## src/sv/assert_macros.svh

```systemverilog
`ifndef ASSERT_MACROS_SVH
`define ASSERT_MACROS_SVH

// same-cycle implication
`define ASSERT_IMP(lbl, clk, rst_n, a, c) \
	lbl: assert property (@(posedge clk) disable iff (!(rst_n)) (a) |-> (c)) \
		else $error("assertion failed");

// next-cycle implication
`define ASSERT_NEXT(lbl, clk, rst_n, a, c) \
	lbl: assert property (@(posedge clk) disable iff (!(rst_n)) (a) |=> (c)) \
		else $error("assertion failed");

`endif

```

## src/sv/rwlt_pkg.sv

```systemverilog
package rwlt_pkg;

	// table depth, a power of two so the index reduces by masking
	localparam int NUM_RESOURCES = 1024;
	localparam int MAX_READERS   = 255;
	localparam int ADDR_W        = $clog2(NUM_RESOURCES);
	localparam int COUNT_W       = 8;
	localparam logic [COUNT_W-1:0] READER_CAP =
		(MAX_READERS > 255) ? 8'd255 : COUNT_W'(MAX_READERS);

	typedef enum logic [2:0] {
		OP_SH_ACQ = 3'd0,
		OP_EX_ACQ = 3'd1,
		OP_SH_REL = 3'd2,
		OP_EX_REL = 3'd3,
		OP_POLL   = 3'd4
	} op_t;

	typedef enum logic [2:0] {
		ST_OK     = 3'd0,
		ST_WRITER = 3'd1,
		ST_WAIT   = 3'd2,
		ST_SAT    = 3'd3,
		ST_NONE   = 3'd4
	} status_t;

	typedef struct packed {
		logic               writer;
		logic [COUNT_W-1:0] readers;
	} entry_t;

	localparam int ENTRY_W = $bits(entry_t);

	typedef enum logic [1:0] {
		FSM_CLEAR,
		FSM_IDLE,
		FSM_LOOKUP
	} fsm_t;

endpackage

```

## src/sv/rwlt_update.sv

```systemverilog
module rwlt_update (
	input  logic [2:0]       op,
	input  rwlt_pkg::entry_t cur,
	output rwlt_pkg::entry_t nxt,
	output rwlt_pkg::status_t status
);
	import rwlt_pkg::*;

	always_comb begin
		nxt    = cur;
		status = ST_OK;
		unique case (op)
			OP_SH_ACQ: begin
				if (cur.writer) begin
					status = ST_WRITER;
				end else if (cur.readers >= READER_CAP) begin
					status = ST_SAT;
				end else begin
					nxt.readers = cur.readers + 1'b1;
				end
			end
			OP_EX_ACQ: begin
				if (cur.writer) begin
					status = ST_WRITER;
				end else begin
					nxt.writer = 1'b1;
					status     = (cur.readers == '0) ? ST_OK : ST_WAIT;
				end
			end
			OP_SH_REL: begin
				if (cur.readers != '0) begin
					nxt.readers = cur.readers - 1'b1;
				end else begin
					status = ST_NONE;
				end
			end
			OP_EX_REL: begin
				status      = cur.writer ? ST_OK : ST_NONE;
				nxt.writer  = 1'b0;
				nxt.readers = '0;
			end
			OP_POLL: begin
				status = (cur.readers == '0) ? ST_OK : ST_WAIT;
			end
			default: begin
				// unknown codes leave the entry as it is
				nxt    = cur;
				status = ST_OK;
			end
		endcase
	end

endmodule

```

## config.mk

```make
export PLATFORM = sky130hd
export DESIGN_NAME = rwlt_update
export DESIGN_NICKNAME = d
export VERILOG_FILES = /design/src/sv/assert_macros.svh /design/src/sv/rwlt_pkg.sv /design/src/sv/rwlt_update.sv
export SDC_FILE = /design/constraint.sdc
export NUM_CORES = 1
export LEC_CHECK = 0
export ABC_AREA = 1
export BUFFER_PORTS_ARGS = -buffer_cell sky130_fd_sc_hd__buf_2
export CAP_MARGIN = 0
export CORE_AREA = 5 5 42 44
export DETAILED_ROUTE_END_ITERATION = 6
export DIE_AREA = 0 0 47 49
export PLACE_DENSITY = 0.83
export SYNTH_ARGS = -nofsm -noshare
export SYNTH_HDL_FRONTEND = slang
export SYNTH_SLANG_ARGS = --single-unit
```

## constraint.sdc

```tcl
create_clock -name vclk -period 2.55
set_clock_uncertainty 0.15 [all_clocks]
set_input_delay 0.1275 -clock vclk [all_inputs]
set_output_delay 0.1275 -clock vclk [all_outputs]
set_load 0.05 [all_outputs]
```

==> results of run 1 <==
## metrics by stage
| stage | instance area [um^2] | power, mW | setup slack (ns) | utilization (%) |
|---|---|---|---|---|
| 3_3_place_gp | 827 | 0.173 | 0.851 | 59.0 |
| 4_1_cts | 827 | 0.176 | 0.799 | 59.0 |
| 3_5_place_dp | 827 | 0.176 | 0.801 | 59.0 |
| 6_report | 827 | 0.175 | 0.789 | 59.0 |
| 5_1_grt | 827 | 0.192 | 0.701 | 59.0 |
| 2_1_floorplan | 692 | 0.130 | 0.242 | - |
## cell type report
cell class / instances / area (um^2)
Fill cell: 166 / 574
Inverter: 19 / 71.3
Multi-Input combinational cell: 115 / 616
Tap cell: 16 / 20.0
Timing Repair Buffer: 24 / 120
## power by group through the flow
| stage | Sequential (mW) | Clock [mW] | Combinational [mW] |
|---|---|---|---|
| after detailed placement | 0 | 0 | 0.176 |
| after CTS | 0 | 0 | 0.176 |
| after global routing | 0 | 0 | 0.192 |
| after floorplan | 0 | 0 | 0.130 |
| final | 0 | 0 | 0.175 |
| after global placement | 0 | 0 | 0.173 |
## Yosys cell counts
cell type	count	area, um^2
nand2_1	42	158
nor2_4	4	45.0
nor2_2	3	18.8
nor3_1	2	10.0
nand4_1	3	18.8
o21bai_1	1	7.51
buf_2	1	5.00
o21ai_2	1	8.76
nor2_8	1	20.0
nand3_2	3	30.0
inv_1	12	45.0
nand3_1	19	95.1
ha_1	2	25.0
nor3_2	1	10.0
o21ai_1	4	20.0
a22oi_1	1	7.51
o21ai_0	5	25.0
o41ai_1	1	8.76
nand2_2	7	43.8
nand2_4	1	11.3
nor2_1	14	52.6
inv_2	7	26.3
## layer usage
layer	wire length, um	share of wire, %
met4	0	0
met1	820	43
met2	949	50
met5	0	0
met3	121	6.4
## cells by family after synthesis
kind of cell,count (synthesis)
simple gates,100
buf+inv,20
fa+ha+maj,2
compound gates,13
## cells in the final DEF, fill, tap and decap left out
cell and count:
nand2_1 42, buf_2 24, nand3_1 19, nor2_1 14, inv_1 12, nand2_2 7, inv_2 7, o21ai_0 5
nor2_4 4, o21ai_1 4, nor2_2 3, nand3_2 3, nand4_1 3, nor3_1 2, ha_1 2, nand2_4 1
nor2_8 1, nor3_2 1, o21ai_2 1, a22oi_1 1, o41ai_1 1, o21bai_1 1
## worst min-delay path: stages
cell and delay [ns]:
buf_2 0.13, o41ai_1 0.08, buf_2 0.20
## path summary, 6_finish.rpt
| path | startpoint | to | slack (ns) | cells past startpoint |
|---|---|---|---|---|
| setup / recovery | cur[0] | nxt[1] | 0.79 | 11 |
| hold / removal | cur[8] | status[2] | 0.52 | 3 |
==> metrics.txt, run 1 <==
post-synth cell types=22; largest net degree at the start of global routing=10; drt wl/cell=10.9 um; layout cell share with drive strength beyond 1=32.9%; io pins=24; vias in the first global route=822; CP Class=in2out; hold_buf cts=0; Initial Util=49.4%; Max-Slew Margin vs Limit=83.4%; sequential cells=0; crit share post-route=69.0%; global route overflow=0; Die X=47 um; core area=1400 um^2; met1 usage=25.7%; full die area=2300 um^2; final setup vio count=0; Final nets=174; Worst setup EP type=output port; largest family of logic cells by synthesized area=simple AND/OR/NAND/NOR gates; Placed Cells incl. Taps=174; XOR/XNOR Fraction of Synth Area=0%; Die Y=49 um; crit-path leading delay family=simple AND/OR/NAND/NOR gates; status=completed; Switching Share=74.2%; Sequential Area=0 um^2; pwr/cell area=212 nW/um^2; RSZ-0062 raised after global routing=false; Via-to-Cell Ratio=5.28; Synth Area in Simple Gates=74.1%; sequential area share after synthesis=0%; Fin Hold WS=0.524 ns; VDD IR max=0.112 mV; register share of total power=0%; setup_tns=0 ns; Routed Antenna Nets=0; first-pass GRT wire length=3.43 mm; Power Internal=0.0451 mW; leakage power=0.468 nW; Final Max Tran Viols=0; PortBufs=24; adder-cell share of the synthesized area=3.62%; Psw=0.130 mW; setup bufs post-CTS=0; Buf+Inv Stages, Crit Path=4; CP max stage cell=ha_1; worst endpoint data arrival time=1.48 ns; Pre-antenna DRT Iters=4; vias=918; clock buf count=0; Total Wirelength=1.89 mm; cell row count=14; met3 Usage GRT=0.738%; Final Non-Filler Cells=174; CP Launch Type=primary input; antenna cells=0; complex-gate fraction of the synthesized area=11.2%; initial DRC count=23; Worst Path Max Fanout=6; Max-cap violations=0; critical path data required time=2.27 ns; initial antenna violation count=0; Mapped Nets=149; Hold Crit Class=in2out; Clock Power Share=0%; Total GRT Usage=18.1%; Mapped Cells=135; Ys Warns=0; final HPWL from detailed placement=1.59 mm; slowest cell delay on critical path=0.20 ns; met2 usage in global routing=30.8%; post_cts resized=0; Area growth, synth to finish=19.5%; Final min period=1.76 ns; RePlAce Congestion=0.866; most used routing layer=met2; synthesized cell area=692 um^2; post-synthesis mux area share=0%; Final Hold Fails=0; syn_area_per_cell=5.13 um^2; DRC viols=0; measured slew at the worst slew-check pin=0.246 ns; critical path, cell by cell=buf_2, inv_1, ha_1, nand2_2, nor2_4, nand3_2, nand2_2, inv_2, nor2_1, o21ai_2, buf_2; max frequency=568 MHz; combinational fraction of design power=100.0%
Note: power is estimated with default switching activity, not from simulation.
==> run 2, diff against run 1 <==
--- a/config.mk
+++ b/config.mk
@@ -8,10 +8,10 @@
 export ABC_AREA = 1
 export BUFFER_PORTS_ARGS = -buffer_cell sky130_fd_sc_hd__buf_2
 export CAP_MARGIN = 0
-export CORE_AREA = 5 5 42 44
+export CORE_MARGIN = 5
+export CORE_UTILIZATION = 49
 export DETAILED_ROUTE_END_ITERATION = 6
-export DIE_AREA = 0 0 47 49
-export PLACE_DENSITY = 0.83
+export PLACE_DENSITY = 0.82
 export SYNTH_ARGS = -nofsm -noshare
 export SYNTH_HDL_FRONTEND = slang
 export SYNTH_SLANG_ARGS = --single-unit
==> constraint.sdc (replaced) <==
create_clock -name vclk -period 1.6
set_clock_uncertainty 0.15 [all_clocks]
set_input_delay 0.08 -clock vclk [all_inputs]
set_output_delay 0.08 -clock vclk [all_outputs]
set_load 0.05 [all_outputs]
==> metrics.txt, run 2 (same netlist as run 1, synthesis figures left out) <==
status=completed; global route overflow=0; largest net degree at the start of global routing=10; first-pass GRT wire length=3.33 mm; Final nets=174; Hold Crit Class=in2out; Max-cap violations=0; vias in the first global route=835; antenna cells=0; Final WS setup=0.0668 ns; CP Class=in2out; vias=918; DP Worst Slack=-0.0437 ns; initial DRC count=15; Final min period=1.53 ns; final HPWL from detailed placement=1.57 mm; combinational fraction of design power=100.0%; RePlAce Congestion=0.949; full die area=2260 um^2; Die X=47.6 um; measured slew at the worst slew-check pin=0.265 ns; Final Max Tran Viols=0; setup bufs post-CTS=0; Routed Antenna Nets=0; io pins=24; register share of total power=0%; Psw=0.218 mW; core area=1320 um^2; layout cell share with drive strength beyond 1=37.3%; Worst setup EP type=output port; pwr/cell area=348 nW/um^2; Initial Util=52.5%; PortBufs=24; CP startpoint=cur[1]; Total GRT Usage=19.0%; commonest cells after routing, fill and taps aside=nand2_1 (42), nand3_1 (19), buf_2 (17), nor2_1 (12), inv_1 (10); commonest non-fill, non-tap cell in the layout=nand2_1; critical path, cell by cell=buf_2, inv_2, ha_4, nand2_2, nor3_1, nand2_1, nand3_2, nand2_1, nand2_1, buf_4; Pre-antenna DRT Iters=6; Via-to-Cell Ratio=5.31; footprint of the multi-input gates=651 um^2; Worst Path Max Fanout=5; # fillers=129; Total Wirelength=2.01 mm; worst hold start=cur[1]; Switching Share=70.0%; Placed Cells incl. Taps=173; cell row count=13; drt wl/cell=11.6 um; CP max stage cell=nor3_1; critical path data required time=1.37 ns; leakage power=0.482 nW; critical path's most frequent cell=nand2_1; initial antenna violation count=0; Max-Slew Margin vs Limit=82.2%; crit share post-route=95.8%; slowest cell delay on critical path=0.24 ns; final setup vio count=0; DRC viols=0; CP Launch Type=primary input; max frequency=652 MHz; Area growth, synth to finish=29.1%; Die Y=47.6 um; sequential cells=0; worst endpoint data arrival time=1.30 ns; clock buf count=0; Final Non-Filler Cells=173; Power Internal=0.0933 mW; VDD IR max=0.223 mV; Final Hold Fails=0; Clock Power Share=0%; Sequential Area=0 um^2
## run 2: cell types whose count changed in the layout (fill, tap and decap cells not counted), moves of 2 or more
cell	before	now
inv_2	7	9
buf_6	0	4
inv_1	12	10
buf_4	0	2
buf_2	24	17
nor2_1	14	12
## run 2: cell type report
type | count | share of cell area (%)
multi-input combinational | 115 | 72.8
timing repair buffer | 24 | 17.1
inverter | 19 | 7.98
tap | 15 | 2.10
## run 2: power by group through the flow
stage	combinational (mW)	clock, mW	sequential (mW)
finish	0.311	0	0
global route	0.337	0	0
CTS	0.291	0	0
detailed placement	0.284	0	0
global placement	0.281	0	0
floorplan	0.211	0	0
## run 2: critical path, delay by kind of cell
| family | cells | cell delay (ns) |
|---|---|---|
| adder cells (fa/ha/maj) | 1 | 0.14 |
| buffers and inverters | 3 | 0.40 |
| AND/OR/NAND/NOR | 6 | 0.68 |
## run 2: through the flow
step	cell area [um^2]	setup TNS (ns)	hold WS [ns]	utilization, %	total power, mW
after global routing	893	-0.0104	0.443	67.8	0.337
after floorplan	707	0	0.217	-	0.211
after global placement	841	-0.0727	0.437	63.8	0.281
after CTS	851	0	0.414	64.6	0.291
final	893	0	0.428	67.8	0.311
after detailed placement	841	-0.0561	0.433	63.8	0.284
## run 2: timing repair
| action | 4_1_cts | 5_1_grt |
|---|---|---|
| gates resized for setup | 4 | 15 |
| hold buffers | 0 | 0 |
| pin swaps | 0 | 3 |
| endpoints found under the setup margin | 4 | 9 |
## run 2: per-layer routing
metal	vias to the layer above	share of wire (%)	track usage (%)
li1	492	-	-
met1	402	43	25.3
met2	24	50	35.0
met3	0	6.7	0.376
met4	0	0	2.15
met5	-	0	0
## run 2: path summary, 6_finish.rpt
path | endpoint | slack [ns] | depth (start not counted)
worst min-delay path | nxt[1] | 0.43 | 4
worst max-delay path | nxt[0] | 0.07 | 10
